### src/sv/asre_pkg.sv
// ----------------------------------------------------------------------------
// asre_pkg
// Shared widths, codes, sequencer states and rate snapping for the audio
// sample rate estimator.
// ----------------------------------------------------------------------------
package asre_pkg;

    localparam int CMD_W      = 2;
    localparam int FRAMES_W   = 24;
    localparam int ELAPSED_W  = 32;
    localparam int DRIFT_W    = 24;
    localparam int CODE_W     = 3;
    localparam int EST_W      = 32;
    localparam int CFG_IDX_W  = 1;
    localparam int CFG_DATA_W = 32;
    localparam int MICRO_W    = 20;

    localparam int WINDOW_DEPTH_DEF = 8;

    localparam logic [MICRO_W-1:0]   US_PER_SEC    = 20'd1000000;
    localparam logic [ELAPSED_W-1:0] MAX_GAP_RESET = 32'd1000000;

    typedef logic [CODE_W-1:0] code_t;

    localparam code_t RATE_NONE  = 3'd0;
    localparam code_t RATE_32K   = 3'd1;
    localparam code_t RATE_44K1  = 3'd2;
    localparam code_t RATE_48K   = 3'd3;
    localparam code_t RATE_88K2  = 3'd4;
    localparam code_t RATE_96K   = 3'd5;
    localparam code_t RATE_176K4 = 3'd6;
    localparam code_t RATE_192K  = 3'd7;

    // CMD_NOP is ignored: no state change, last code repeated
    typedef enum logic [CMD_W-1:0] {
        CMD_MEASURE = 2'd0,
        CMD_RESTART = 2'd1,
        CMD_RECOVER = 2'd2,
        CMD_NOP     = 2'd3
    } cmd_t;

    localparam logic [CFG_IDX_W-1:0] REG_FORCED_RATE = 1'b0;
    localparam logic [CFG_IDX_W-1:0] REG_MAX_GAP     = 1'b1;

    typedef enum logic [2:0] {
        ST_IDLE,
        ST_DECODE,
        ST_ACCUM,
        ST_MUL,
        ST_DIV,
        ST_SNAP,
        ST_FINISH
    } state_t;

    // Inclusive upper bounds; the 32k, 44.1k, 88.2k and 176.4k bounds are midpoints to the next standard rate
    localparam logic [EST_W-1:0] TH_NONE  = 32'd16000;
    localparam logic [EST_W-1:0] TH_32K   = 32'((32000 + 44100) / 2);
    localparam logic [EST_W-1:0] TH_44K1  = 32'((44100 + 48000) / 2);
    localparam logic [EST_W-1:0] TH_48K   = 32'((48000 + 64000) / 2);
    localparam logic [EST_W-1:0] TH_88K2  = 32'((88200 + 96000) / 2);
    localparam logic [EST_W-1:0] TH_96K   = 32'((96000 + 128000) / 2);
    localparam logic [EST_W-1:0] TH_176K4 = 32'((176400 + 192000) / 2);

    function automatic code_t snap_code(input logic [EST_W-1:0] hz);
        code_t c;
        if (hz <= TH_NONE)       c = RATE_NONE;
        else if (hz <= TH_32K)   c = RATE_32K;
        else if (hz <= TH_44K1)  c = RATE_44K1;
        else if (hz <= TH_48K)   c = RATE_48K;
        else if (hz <= TH_88K2)  c = RATE_88K2;
        else if (hz <= TH_96K)   c = RATE_96K;
        else if (hz <= TH_176K4) c = RATE_176K4;
        else                     c = RATE_192K;
        return c;
    endfunction

endpackage

### src/sv/asre_if.sv
// ----------------------------------------------------------------------------
// asre_if
// Valid/ready channel interfaces: timing reports, results and register writes.
// ----------------------------------------------------------------------------
interface asre_in_if;
    import asre_pkg::*;

    logic                       valid;
    logic                       ready;
    logic [CMD_W-1:0]           command;
    logic [FRAMES_W-1:0]        frames_captured;
    logic [ELAPSED_W-1:0]       elapsed_us;
    logic signed [DRIFT_W-1:0]  sample_drift;

    modport source (output valid, command, frames_captured, elapsed_us, sample_drift,
                    input ready);
    modport sink   (input valid, command, frames_captured, elapsed_us, sample_drift,
                    output ready);
endinterface

interface asre_out_if;
    import asre_pkg::*;

    logic              valid;
    logic              ready;
    logic [CODE_W-1:0] rate_code;
    logic [CODE_W-1:0] locked_code;
    logic [EST_W-1:0]  estimated_hz;
    logic              window_full;

    modport source (output valid, rate_code, locked_code, estimated_hz, window_full,
                    input ready);
    modport sink   (input valid, rate_code, locked_code, estimated_hz, window_full,
                    output ready);
endinterface

interface asre_cfg_if;
    import asre_pkg::*;

    logic                  valid;
    logic                  ready;
    logic [CFG_IDX_W-1:0]  index;
    logic [CFG_DATA_W-1:0] data;

    modport source (output valid, index, data, input ready);
    modport sink   (input valid, index, data, output ready);
endinterface

### src/sv/asre_ram.sv
// ----------------------------------------------------------------------------
// asre_ram
// Generic single-write, single-read RAM with registered read data.
// ----------------------------------------------------------------------------
module asre_ram #(
    parameter int WIDTH = 32,
    parameter int DEPTH = 8
) (
    input  logic                     clk,
    input  logic                     we,
    input  logic [$clog2(DEPTH)-1:0] waddr,
    input  logic [WIDTH-1:0]         wdata,
    input  logic [$clog2(DEPTH)-1:0] raddr,
    output logic [WIDTH-1:0]         rdata
);

    logic [WIDTH-1:0] mem [DEPTH];

    always_ff @(posedge clk)
    begin
        if (we)
        begin
            mem[waddr] <= wdata;
        end
        rdata <= mem[raddr];
    end

endmodule

### src/sv/asre_div.sv
// ----------------------------------------------------------------------------
// asre_div
// Restoring divider, one quotient bit per cycle, quotient saturated to 32 bits.
// ----------------------------------------------------------------------------
module asre_div #(
    parameter int NUM_W = 47,
    parameter int DEN_W = 35
) (
    input  logic                       clk,
    input  logic                       rst_n,
    input  logic                       start,
    input  logic [NUM_W-1:0]           num,
    input  logic [DEN_W-1:0]           den,
    output logic                       done,
    output logic [asre_pkg::EST_W-1:0] quotient
);
    import asre_pkg::*;

    localparam int CNT_W = $clog2(NUM_W + 1);

    logic [NUM_W-1:0] quo_reg, quo_next;
    logic [DEN_W-1:0] rem_reg, rem_next;
    logic [DEN_W-1:0] den_reg, den_next;
    logic             den_zero_reg, den_zero_next;
    logic [CNT_W-1:0] cnt_reg, cnt_next;
    logic             done_reg, done_next;

    logic [DEN_W:0]   shifted;
    logic [DEN_W:0]   diff;

    always_comb
    begin
        shifted       = {rem_reg, quo_reg[NUM_W-1]};
        diff          = shifted - {1'b0, den_reg};
        quo_next      = quo_reg;
        rem_next      = rem_reg;
        den_next      = den_reg;
        den_zero_next = den_zero_reg;
        cnt_next      = cnt_reg;
        done_next     = 1'b0;
        if (start)
        begin
            quo_next      = num;
            rem_next      = '0;
            den_next      = den;
            den_zero_next = (den == '0);
            cnt_next      = CNT_W'(NUM_W);
        end
        else if (cnt_reg != '0)
        begin
            if (!diff[DEN_W])
            begin
                rem_next = diff[DEN_W-1:0];
                quo_next = {quo_reg[NUM_W-2:0], 1'b1};
            end
            else
            begin
                rem_next = shifted[DEN_W-1:0];
                quo_next = {quo_reg[NUM_W-2:0], 1'b0};
            end
            cnt_next  = cnt_reg - 1'b1;
            done_next = (cnt_reg == CNT_W'(1));
        end
    end

    always_ff @(posedge clk or negedge rst_n)
    begin
        if (!rst_n)
        begin
            cnt_reg  <= '0;
            done_reg <= 1'b0;
        end
        else
        begin
            cnt_reg  <= cnt_next;
            done_reg <= done_next;
        end
    end

    always_ff @(posedge clk)
    begin
        quo_reg      <= quo_next;
        rem_reg      <= rem_next;
        den_reg      <= den_next;
        den_zero_reg <= den_zero_next;
    end

    assign done     = done_reg;
    assign quotient = den_zero_reg          ? '0 :
                      (|quo_reg[NUM_W-1:EST_W]) ? '1 : quo_reg[EST_W-1:0];

endmodule

### src/sv/audio_sample_rate_estimator_unit.sv
// ----------------------------------------------------------------------------
// audio_sample_rate_estimator_unit
// Estimates the audio sample rate from per-period timing reports and snaps it
// to a standard rate code with a lock filter.
//
// Channels: meas takes one timing report per transaction (command, frames,
// elapsed microseconds, sample drift); result returns exactly one result per
// report; cfg writes forced_rate_code (index 0) and max_gap_us (index 1) and
// is always ready.
// An estimated measure report passes through decode, ring update, multiply and
// divider start, the serial divider at one quotient bit per cycle, the divider
// done step, snap and output load. Restart, recover, ignored-command,
// forced-rate and bad-gap reports go from decode straight to the output load.
// No new report is taken until the previous one is through; meas.ready is
// high only while the sequencer is idle.
// The ring lives in two RAMs; entries not yet written read as zero by way of
// the fill flag, so no clearing pass runs after reset.
// Reset: lock and last code go to 48 kHz, ring empty, registers to defaults.
// Result stall: a finished result waits in the output register; the next
// report is still accepted and is processed up to its final load.
// ----------------------------------------------------------------------------
module audio_sample_rate_estimator_unit #(
    parameter int WINDOW_DEPTH = asre_pkg::WINDOW_DEPTH_DEF
) (
    input  logic       clk,
    input  logic       rst_n,
    asre_in_if.sink    meas,
    asre_out_if.source result,
    asre_cfg_if.sink   cfg
);
    import asre_pkg::*;

    localparam int POS_W   = $clog2(WINDOW_DEPTH);
    localparam int TSUM_W  = ELAPSED_W + $clog2(WINDOW_DEPTH);
    localparam int FSUM_W  = FRAMES_W + $clog2(WINDOW_DEPTH);
    localparam int PROD_W  = FSUM_W + MICRO_W;
    localparam int AGREE_W = $clog2(WINDOW_DEPTH + 1);
    localparam int ACT_W   = FRAMES_W + 2;

    state_t                    state_reg, state_next;
    cmd_t                      cmd_reg, cmd_next;
    logic [FRAMES_W-1:0]       frames_reg, frames_next;
    logic [ELAPSED_W-1:0]      elapsed_reg, elapsed_next;
    logic signed [DRIFT_W-1:0] drift_reg, drift_next;
    logic [FRAMES_W-1:0]       actual_reg, actual_next;

    logic [POS_W-1:0]          pos_reg, pos_next;
    logic                      filled_reg, filled_next;
    logic [TSUM_W-1:0]         time_sum_reg, time_sum_next;
    logic [FSUM_W-1:0]         frame_sum_reg, frame_sum_next;
    code_t                     locked_reg, locked_next;
    code_t                     cand_reg, cand_next;
    logic [AGREE_W-1:0]        agree_reg, agree_next;
    code_t                     last_reg, last_next;

    code_t                     forced_reg, forced_next;
    logic [ELAPSED_W-1:0]      max_gap_reg, max_gap_next;

    code_t                     res_code_reg, res_code_next;
    logic [EST_W-1:0]          res_est_reg, res_est_next;
    logic                      res_full_reg, res_full_next;

    logic                      out_valid_reg, out_valid_next;
    code_t                     out_code_reg, out_code_next;
    code_t                     out_locked_reg, out_locked_next;
    logic [EST_W-1:0]          out_est_reg, out_est_next;
    logic                      out_full_reg, out_full_next;

    logic signed [ACT_W-1:0]   diff_s;
    logic [ELAPSED_W-1:0]      old_time;
    logic [FRAMES_W-1:0]       old_frames;
    logic [FSUM_W-1:0]         mul_a;
    logic                      ring_we;
    logic                      div_start;
    logic [PROD_W-1:0]         div_num;
    logic [TSUM_W-1:0]         div_den;
    logic                      div_done;
    logic [EST_W-1:0]          div_q;
    code_t                     iso;
    logic [AGREE_W-1:0]        agree_inc;

    asre_ram #(.WIDTH(ELAPSED_W), .DEPTH(WINDOW_DEPTH)) u_time_ring (
        .clk   (clk),
        .we    (ring_we),
        .waddr (pos_reg),
        .wdata (elapsed_reg),
        .raddr (pos_reg),
        .rdata (old_time)
    );

    asre_ram #(.WIDTH(FRAMES_W), .DEPTH(WINDOW_DEPTH)) u_frame_ring (
        .clk   (clk),
        .we    (ring_we),
        .waddr (pos_reg),
        .wdata (actual_reg),
        .raddr (pos_reg),
        .rdata (old_frames)
    );

    asre_div #(.NUM_W(PROD_W), .DEN_W(TSUM_W)) u_div (
        .clk      (clk),
        .rst_n    (rst_n),
        .start    (div_start),
        .num      (div_num),
        .den      (div_den),
        .done     (div_done),
        .quotient (div_q)
    );

    assign meas.ready = (state_reg == ST_IDLE);
    assign cfg.ready  = 1'b1;

    assign result.valid        = out_valid_reg;
    assign result.rate_code    = out_code_reg;
    assign result.locked_code  = out_locked_reg;
    assign result.estimated_hz = out_est_reg;
    assign result.window_full  = out_full_reg;

    always_comb
    begin
        state_next      = state_reg;
        cmd_next        = cmd_reg;
        frames_next     = frames_reg;
        elapsed_next    = elapsed_reg;
        drift_next      = drift_reg;
        actual_next     = actual_reg;
        pos_next        = pos_reg;
        filled_next     = filled_reg;
        time_sum_next   = time_sum_reg;
        frame_sum_next  = frame_sum_reg;
        locked_next     = locked_reg;
        cand_next       = cand_reg;
        agree_next      = agree_reg;
        last_next       = last_reg;
        forced_next     = forced_reg;
        max_gap_next    = max_gap_reg;
        res_code_next   = res_code_reg;
        res_est_next    = res_est_reg;
        res_full_next   = res_full_reg;
        out_valid_next  = out_valid_reg && !result.ready;
        out_code_next   = out_code_reg;
        out_locked_next = out_locked_reg;
        out_est_next    = out_est_reg;
        out_full_next   = out_full_reg;

        ring_we   = 1'b0;
        div_start = 1'b0;
        mul_a     = filled_reg ? frame_sum_reg : FSUM_W'(actual_reg);
        div_num   = PROD_W'(mul_a) * PROD_W'(US_PER_SEC);
        div_den   = filled_reg ? time_sum_reg : TSUM_W'(elapsed_reg);
        diff_s    = $signed({2'b00, frames_reg}) - $signed(ACT_W'(drift_reg));
        iso       = snap_code(res_est_reg);
        agree_inc = agree_reg + 1'b1;

        if (cfg.valid)
        begin
            case (cfg.index)
                REG_FORCED_RATE: forced_next  = cfg.data[CODE_W-1:0];
                REG_MAX_GAP:     max_gap_next = cfg.data[ELAPSED_W-1:0];
                default:         ;
            endcase
        end

        case (state_reg)
            ST_IDLE:
            begin
                if (meas.valid)
                begin
                    cmd_next     = cmd_t'(meas.command);
                    frames_next  = meas.frames_captured;
                    elapsed_next = meas.elapsed_us;
                    drift_next   = meas.sample_drift;
                    state_next   = ST_DECODE;
                end
            end
            ST_DECODE:
            begin
                res_est_next  = '0;
                res_full_next = 1'b0;
                state_next    = ST_FINISH;
                if (diff_s[ACT_W-1])
                begin
                    actual_next = '0;
                end
                else if (|diff_s[ACT_W-2:FRAMES_W])
                begin
                    actual_next = '1;
                end
                else
                begin
                    actual_next = diff_s[FRAMES_W-1:0];
                end
                case (cmd_reg)
                    CMD_RESTART:
                    begin
                        locked_next   = RATE_NONE;
                        cand_next     = RATE_NONE;
                        agree_next    = '0;
                        res_code_next = last_reg;
                    end
                    CMD_RECOVER:
                    begin
                        locked_next   = RATE_48K;
                        last_next     = RATE_48K;
                        res_code_next = RATE_48K;
                    end
                    CMD_MEASURE:
                    begin
                        if (forced_reg != RATE_NONE)
                        begin
                            locked_next   = forced_reg;
                            last_next     = forced_reg;
                            res_code_next = forced_reg;
                        end
                        else if (elapsed_reg == '0 || elapsed_reg > max_gap_reg)
                        begin
                            last_next     = RATE_NONE;
                            res_code_next = RATE_NONE;
                        end
                        else
                        begin
                            state_next = ST_ACCUM;
                        end
                    end
                    default:
                    begin
                        res_code_next = last_reg;
                    end
                endcase
            end
            ST_ACCUM:
            begin
                // unwritten ring entries count as zero until the first wrap
                ring_we        = 1'b1;
                time_sum_next  = time_sum_reg
                               - (filled_reg ? TSUM_W'(old_time) : '0)
                               + TSUM_W'(elapsed_reg);
                frame_sum_next = frame_sum_reg
                               - (filled_reg ? FSUM_W'(old_frames) : '0)
                               + FSUM_W'(actual_reg);
                if (pos_reg == POS_W'(WINDOW_DEPTH - 1))
                begin
                    pos_next    = '0;
                    filled_next = 1'b1;
                end
                else
                begin
                    pos_next = pos_reg + 1'b1;
                end
                state_next = ST_MUL;
            end
            ST_MUL:
            begin
                div_start  = 1'b1;
                state_next = ST_DIV;
            end
            ST_DIV:
            begin
                if (div_done)
                begin
                    res_est_next  = div_q;
                    res_full_next = filled_reg;
                    state_next    = ST_SNAP;
                end
            end
            ST_SNAP:
            begin
                res_code_next = iso;
                last_next     = iso;
                if (iso != locked_reg)
                begin
                    if (cand_reg != iso)
                    begin
                        cand_next = iso;
                        agree_inc = AGREE_W'(1);
                    end
                    if (agree_inc >= AGREE_W'(WINDOW_DEPTH))
                    begin
                        locked_next = iso;
                        agree_next  = '0;
                    end
                    else
                    begin
                        agree_next    = agree_inc;
                        res_code_next = last_reg;
                        last_next     = last_reg;
                    end
                end
                state_next = ST_FINISH;
            end
            ST_FINISH:
            begin
                if (!out_valid_reg || result.ready)
                begin
                    out_valid_next  = 1'b1;
                    out_code_next   = res_code_reg;
                    out_locked_next = locked_reg;
                    out_est_next    = res_est_reg;
                    out_full_next   = res_full_reg;
                    state_next      = ST_IDLE;
                end
            end
            default:
            begin
                state_next = ST_IDLE;
            end
        endcase
    end

    always_ff @(posedge clk or negedge rst_n)
    begin
        if (!rst_n)
        begin
            state_reg     <= ST_IDLE;
            pos_reg       <= '0;
            filled_reg    <= 1'b0;
            time_sum_reg  <= '0;
            frame_sum_reg <= '0;
            locked_reg    <= RATE_48K;
            cand_reg      <= RATE_NONE;
            agree_reg     <= '0;
            last_reg      <= RATE_48K;
            forced_reg    <= RATE_NONE;
            max_gap_reg   <= MAX_GAP_RESET;
            out_valid_reg <= 1'b0;
        end
        else
        begin
            state_reg     <= state_next;
            pos_reg       <= pos_next;
            filled_reg    <= filled_next;
            time_sum_reg  <= time_sum_next;
            frame_sum_reg <= frame_sum_next;
            locked_reg    <= locked_next;
            cand_reg      <= cand_next;
            agree_reg     <= agree_next;
            last_reg      <= last_next;
            forced_reg    <= forced_next;
            max_gap_reg   <= max_gap_next;
            out_valid_reg <= out_valid_next;
        end
    end

    always_ff @(posedge clk)
    begin
        cmd_reg        <= cmd_next;
        frames_reg     <= frames_next;
        elapsed_reg    <= elapsed_next;
        drift_reg      <= drift_next;
        actual_reg     <= actual_next;
        res_code_reg   <= res_code_next;
        res_est_reg    <= res_est_next;
        res_full_reg   <= res_full_next;
        out_code_reg   <= out_code_next;
        out_locked_reg <= out_locked_next;
        out_est_reg    <= out_est_next;
        out_full_reg   <= out_full_next;
    end

`ifndef ASSERT_OFF
    a_busy_after_accept: assert property (@(posedge clk) disable iff (!rst_n)
        (meas.valid && meas.ready) |=> !meas.ready)
        else $error("report accepted while sequencer busy");

    a_div_done_in_div: assert property (@(posedge clk) disable iff (!rst_n)
        div_done |-> (state_reg == ST_DIV))
        else $error("divider finished outside divide state");

    a_window_time_nonzero: assert property (@(posedge clk) disable iff (!rst_n)
        (state_reg == ST_MUL && filled_reg) |-> (time_sum_reg != '0))
        else $error("window time sum is zero");

    a_agree_bound: assert property (@(posedge clk) disable iff (!rst_n)
        agree_reg < AGREE_W'(WINDOW_DEPTH))
        else $error("agree count reached window depth without lock");
`endif

endmodule

### src/flat_wrapper.sv
// flat-port wrapper written by rule: the top's interface ports become plain ports
module audio_sample_rate_estimator_unit_flat import asre_pkg::*;
#(
    parameter int WINDOW_DEPTH = asre_pkg::WINDOW_DEPTH_DEF
)
  (clk, rst_n, meas_valid, meas_command, meas_frames_captured, meas_elapsed_us, meas_sample_drift, meas_ready, result_valid, result_rate_code, result_locked_code, result_estimated_hz, result_window_full, result_ready, cfg_valid, cfg_index, cfg_data, cfg_ready);
  asre_in_if meas_i ();
  asre_out_if result_i ();
  asre_cfg_if cfg_i ();
  input  logic clk;
  input  logic rst_n;
  input wire logic [$bits(meas_i.valid)-1:0] meas_valid;
  input wire logic [$bits(meas_i.command)-1:0] meas_command;
  input wire logic [$bits(meas_i.frames_captured)-1:0] meas_frames_captured;
  input wire logic [$bits(meas_i.elapsed_us)-1:0] meas_elapsed_us;
  input wire logic [$bits(meas_i.sample_drift)-1:0] meas_sample_drift;
  output wire logic [$bits(meas_i.ready)-1:0] meas_ready;
  output wire logic [$bits(result_i.valid)-1:0] result_valid;
  output wire logic [$bits(result_i.rate_code)-1:0] result_rate_code;
  output wire logic [$bits(result_i.locked_code)-1:0] result_locked_code;
  output wire logic [$bits(result_i.estimated_hz)-1:0] result_estimated_hz;
  output wire logic [$bits(result_i.window_full)-1:0] result_window_full;
  input wire logic [$bits(result_i.ready)-1:0] result_ready;
  input wire logic [$bits(cfg_i.valid)-1:0] cfg_valid;
  input wire logic [$bits(cfg_i.index)-1:0] cfg_index;
  input wire logic [$bits(cfg_i.data)-1:0] cfg_data;
  output wire logic [$bits(cfg_i.ready)-1:0] cfg_ready;
  assign meas_i.valid = meas_valid;
  assign meas_i.command = meas_command;
  assign meas_i.frames_captured = meas_frames_captured;
  assign meas_i.elapsed_us = meas_elapsed_us;
  assign meas_i.sample_drift = meas_sample_drift;
  assign meas_ready = meas_i.ready;
  assign result_valid = result_i.valid;
  assign result_rate_code = result_i.rate_code;
  assign result_locked_code = result_i.locked_code;
  assign result_estimated_hz = result_i.estimated_hz;
  assign result_window_full = result_i.window_full;
  assign result_i.ready = result_ready;
  assign cfg_i.valid = cfg_valid;
  assign cfg_i.index = cfg_index;
  assign cfg_i.data = cfg_data;
  assign cfg_ready = cfg_i.ready;
  audio_sample_rate_estimator_unit #(.WINDOW_DEPTH(WINDOW_DEPTH)) u_core (.clk(clk), .rst_n(rst_n), .meas(meas_i), .result(result_i), .cfg(cfg_i));
endmodule
### config.mk
export PLATFORM = sky130hd
export DESIGN_NAME = audio_sample_rate_estimator_unit_flat
export DESIGN_NICKNAME = d
export VERILOG_FILES = /design/src/sv/asre_pkg.sv /design/src/sv/asre_if.sv /design/src/sv/asre_ram.sv /design/src/sv/asre_div.sv /design/src/sv/audio_sample_rate_estimator_unit.sv /design/src/flat_wrapper.sv
export SDC_FILE = /design/constraint.sdc
export NUM_CORES = 2
export LEC_CHECK = 0
export BUFFER_PORTS_ARGS = -buffer_cell sky130_fd_sc_hd__buf_2
export CORE_ASPECT_RATIO = 1.1
export CORE_UTILIZATION = 47
export CTS_BUF_LIST = sky130_fd_sc_hd__clkbuf_8 sky130_fd_sc_hd__clkbuf_16
export DETAILED_ROUTE_END_ITERATION = 8
export PLACE_DENSITY = 0.71
export SLEW_MARGIN = 15
export SYNTH_ARGS = -nofsm -noshare
export SYNTH_HDL_FRONTEND = slang
export SYNTH_SLANG_ARGS = --single-unit
export TNS_END_PERCENT = 100
### constraint.sdc
create_clock -name clk -period 11.2 [get_ports clk]
set_input_delay 0.56 -clock clk [delete_from_list [all_inputs] [get_ports clk]]
set_output_delay 0.56 -clock clk [all_outputs]
set_load 0.005 [all_outputs]
==> reports/qor.yml <==
status:
  status: "completed"
synthesis:
  syn_nets: 4658
  ys_seq_area_share_pct: 54.4
  yosysWarningCount: 0
  synth-edff-count: 706
  synth_flop_cell: "edfxtp_1"
  syn_inst: 4070
  ys_ff_latch: 928
  ys_async_sr_fraction_pct: 13.5
  syn_area_per_cell_um2: 11.9
  syn_area_um2: 48300
  synth.distinct_cells: 75
place:
  placed_area_um2: 50700
  gp_congestion: 0.903
  port_buffers: 160
  dpl.hpwl_mm: 71.8
setup_path:
  crit_arrival_ns: 7.80
  end_kind: "register"
  crit_chain: "buf_4 > nand2_1 > o21a_1 > fa_1 > inv_1 > fa_1 > fa_1 > fa_1 > ha_1 > inv_1 > fa_1 > inv_1 > ha_1 > a21o_1 > a21o_1 > a21o_1 > a21o_1 > a21oi_1 > a21boi_0 > o41ai_1 > a21oi_1 > a21oi_1 > xor2_1 > o21ai_0"
  path_common_cell: "fa_1"
  cp_num_buf_inv: 4
  crit_slowest_cell: "dfrtp_4"
  path_delay_family: "adder cells"
  reg2regPathDepth: 24
  cpPeakStageDelay_ns: 0.64
  crit_required_ns: 11.59
  cp-start-kind: "register"
  cp_num_cells: 24
  critPathKind: "reg -> reg"
  cp_max_fo: 68
job:
  drv_cap: 0
drt:
  ant_nets: 0
  routed_wl_mm: 109
  vias: 31600
  drt-initial-drc-count: 2747
  wire_per_inst_um: 19.2
  avgViaCountPerCell: 5.56
  drc_errors: 0
  first_pass_iters: 6
worst_hold_path:
  worstHoldPathType: "in -> reg"
  holdPathStages: 1
final_layout:
  diodes: 0
  multi_input_area_um2: 19600
  drive_gt1_share_pct: 10.7
  layout_commonest_cell: "edfxtp_1"
  design_area_um2: 54100
  syn2layout_area_growth_pct: 11.9
  final_cell_mix: "edfxtp_1 (706), inv_1 (530), ha_1 (300)"
  seq_area_um2: 26300
  fin_util_pct: 53.0
  final_nets: 4818
  largest_reg_flops: 256
  nFillCells: 8574
cts:
  cts-htree-levels: 3
  cts_tree: "done"
  cts_max_path_buffers: 3
  path_clk_slew_ns: 0.06
  post-cts-setup-buffers: 0
  clkSinkCount: 928
  cts_buffers: 96
  cts_root_buf: "clkbuf_16"
  clock_latency_ns: 0.68
global_routing:
  grt_first_pass_wirelength_mm: 171
  antenna_found_initial: 4
  grt_usage_pct: 21.0
  grt_pass1_vias: 30900
  gr-total-overflow: 0
  grt_max_degree: 86
floorplan:
  die_x_um: 308
  core.rowCount: 123
  die_y_um: 338
  ios: 162
  core_area_um2: 102000
  dieArea_um2: 104000
  initial_core_util_pct: 47.4
timing:
  setup_violations: 0
  maxSlewHeadroom_pct: 28.3
  hold_viol_final: 0
  max_slew.worst_pin.slew_ns: 1.08
  finalSetupTns_ns: 0
  skew_ns: 0.0283
  rsz0062_at_grt: "no"
  finalCritPeriodShare_pct: 66.2
  slew_violations: 0
  period_needed_ns: 7.41
  clock.fmax_mhz: 135
==> path summary, 6_finish.rpt <==
| kind | slack [ns] | start | end |
|---|---|---|---|
| worst max-delay path | 3.79 | u_core.filled_reg | u_core.u_div.quo_reg[35] |
| worst min-delay path | 0.05 | meas_sample_drift[20] | u_core.drift_reg[20] |
| worst max register to register | 3.79 | u_core.filled_reg | u_core.u_div.quo_reg[35] |
| worst min register to register | 0.42 | u_core.res_code_reg[1] | u_core.result.rate_code[1] |
| max in group asynchronous | 9.28 | rst_n | u_core.filled_reg |
| min in group asynchronous | 0.46 | rst_n | u_core.max_gap_reg[24] |
==> per-stage QoR <==
step	cells	setup slack (ns)	hold slack, ns
after floorplan	4070	4.21	0.264
after global placement	5505	3.89	0.421
after detailed placement	5505	3.79	0.408
after CTS	5686	3.74	0.00488
after global routing	5687	3.38	0.0229
final	5687	3.79	0.0538
==> kinds of logic (layout without fill, tap and decap cells) <==
| kind of cell | after synthesis | count (layout) | synth area share [%] |
|---|---|---|---|
| other | 1 | 1 | 0.00776 |
| flip-flops | 928 | 928 | 54.4 |
| adder cells (fa/ha/maj) | 468 | 468 | 14.7 |
| buffers and inverters | 661 | 903 | 5.19 |
| multiplexers | 64 | 64 | 1.43 |
| AND/OR/NAND/NOR | 795 | 795 | 8.19 |
| XOR/XNOR | 138 | 138 | 2.52 |
| AO/OA/AOI/OAI | 1015 | 1015 | 13.5 |
==> routing by layer <==
layer | track usage (%) | up-vias | wire length, um
met3 | 3.08 | 160 | 8580
met1 | 30.4 | 15400 | 48500
li1 | - | 14900 | -
met2 | 32.8 | 1131 | 49700
met4 | 5.89 | 0 | 2470
met5 | 0 | - | 0
==> cell type report <==
class                      count  share of cell area (%)
clock buffer                 100                    4.55
clock inverter                80                    1.56
inverter                     521                    3.62
multi-input combinational   2481                    36.3
sequential                   928                    48.6
tap                         1375                    3.18
timing repair buffer         202                    2.12
==> what timing repair did <==
item	in CTS	in global routing
hold buffers	1	0
hold endpoints to repair	50	0
resized for setup	0	0
==> cells in the mapped netlist (97+ instances only) <==
cell type | n | area share (%)
o21ai_0 | 237 | 2.5
fa_1 | 168 | 7.0
nor2_1 | 117 | 0.91
dfrtp_1 | 114 | 5.9
inv_1 | 521 | 4.0
clkbuf_1 | 113 | 0.88
a21oi_1 | 234 | 2.4
nand2_1 | 262 | 2.0
ha_1 | 300 | 7.8
edfxtp_1 | 706 | 44
dfxtp_1 | 97 | 4.0
a22oi_1 | 226 | 3.5
Power is not shown: default switching activity piles up to over one toggle a cycle in this logic, so the estimate is an artifact.
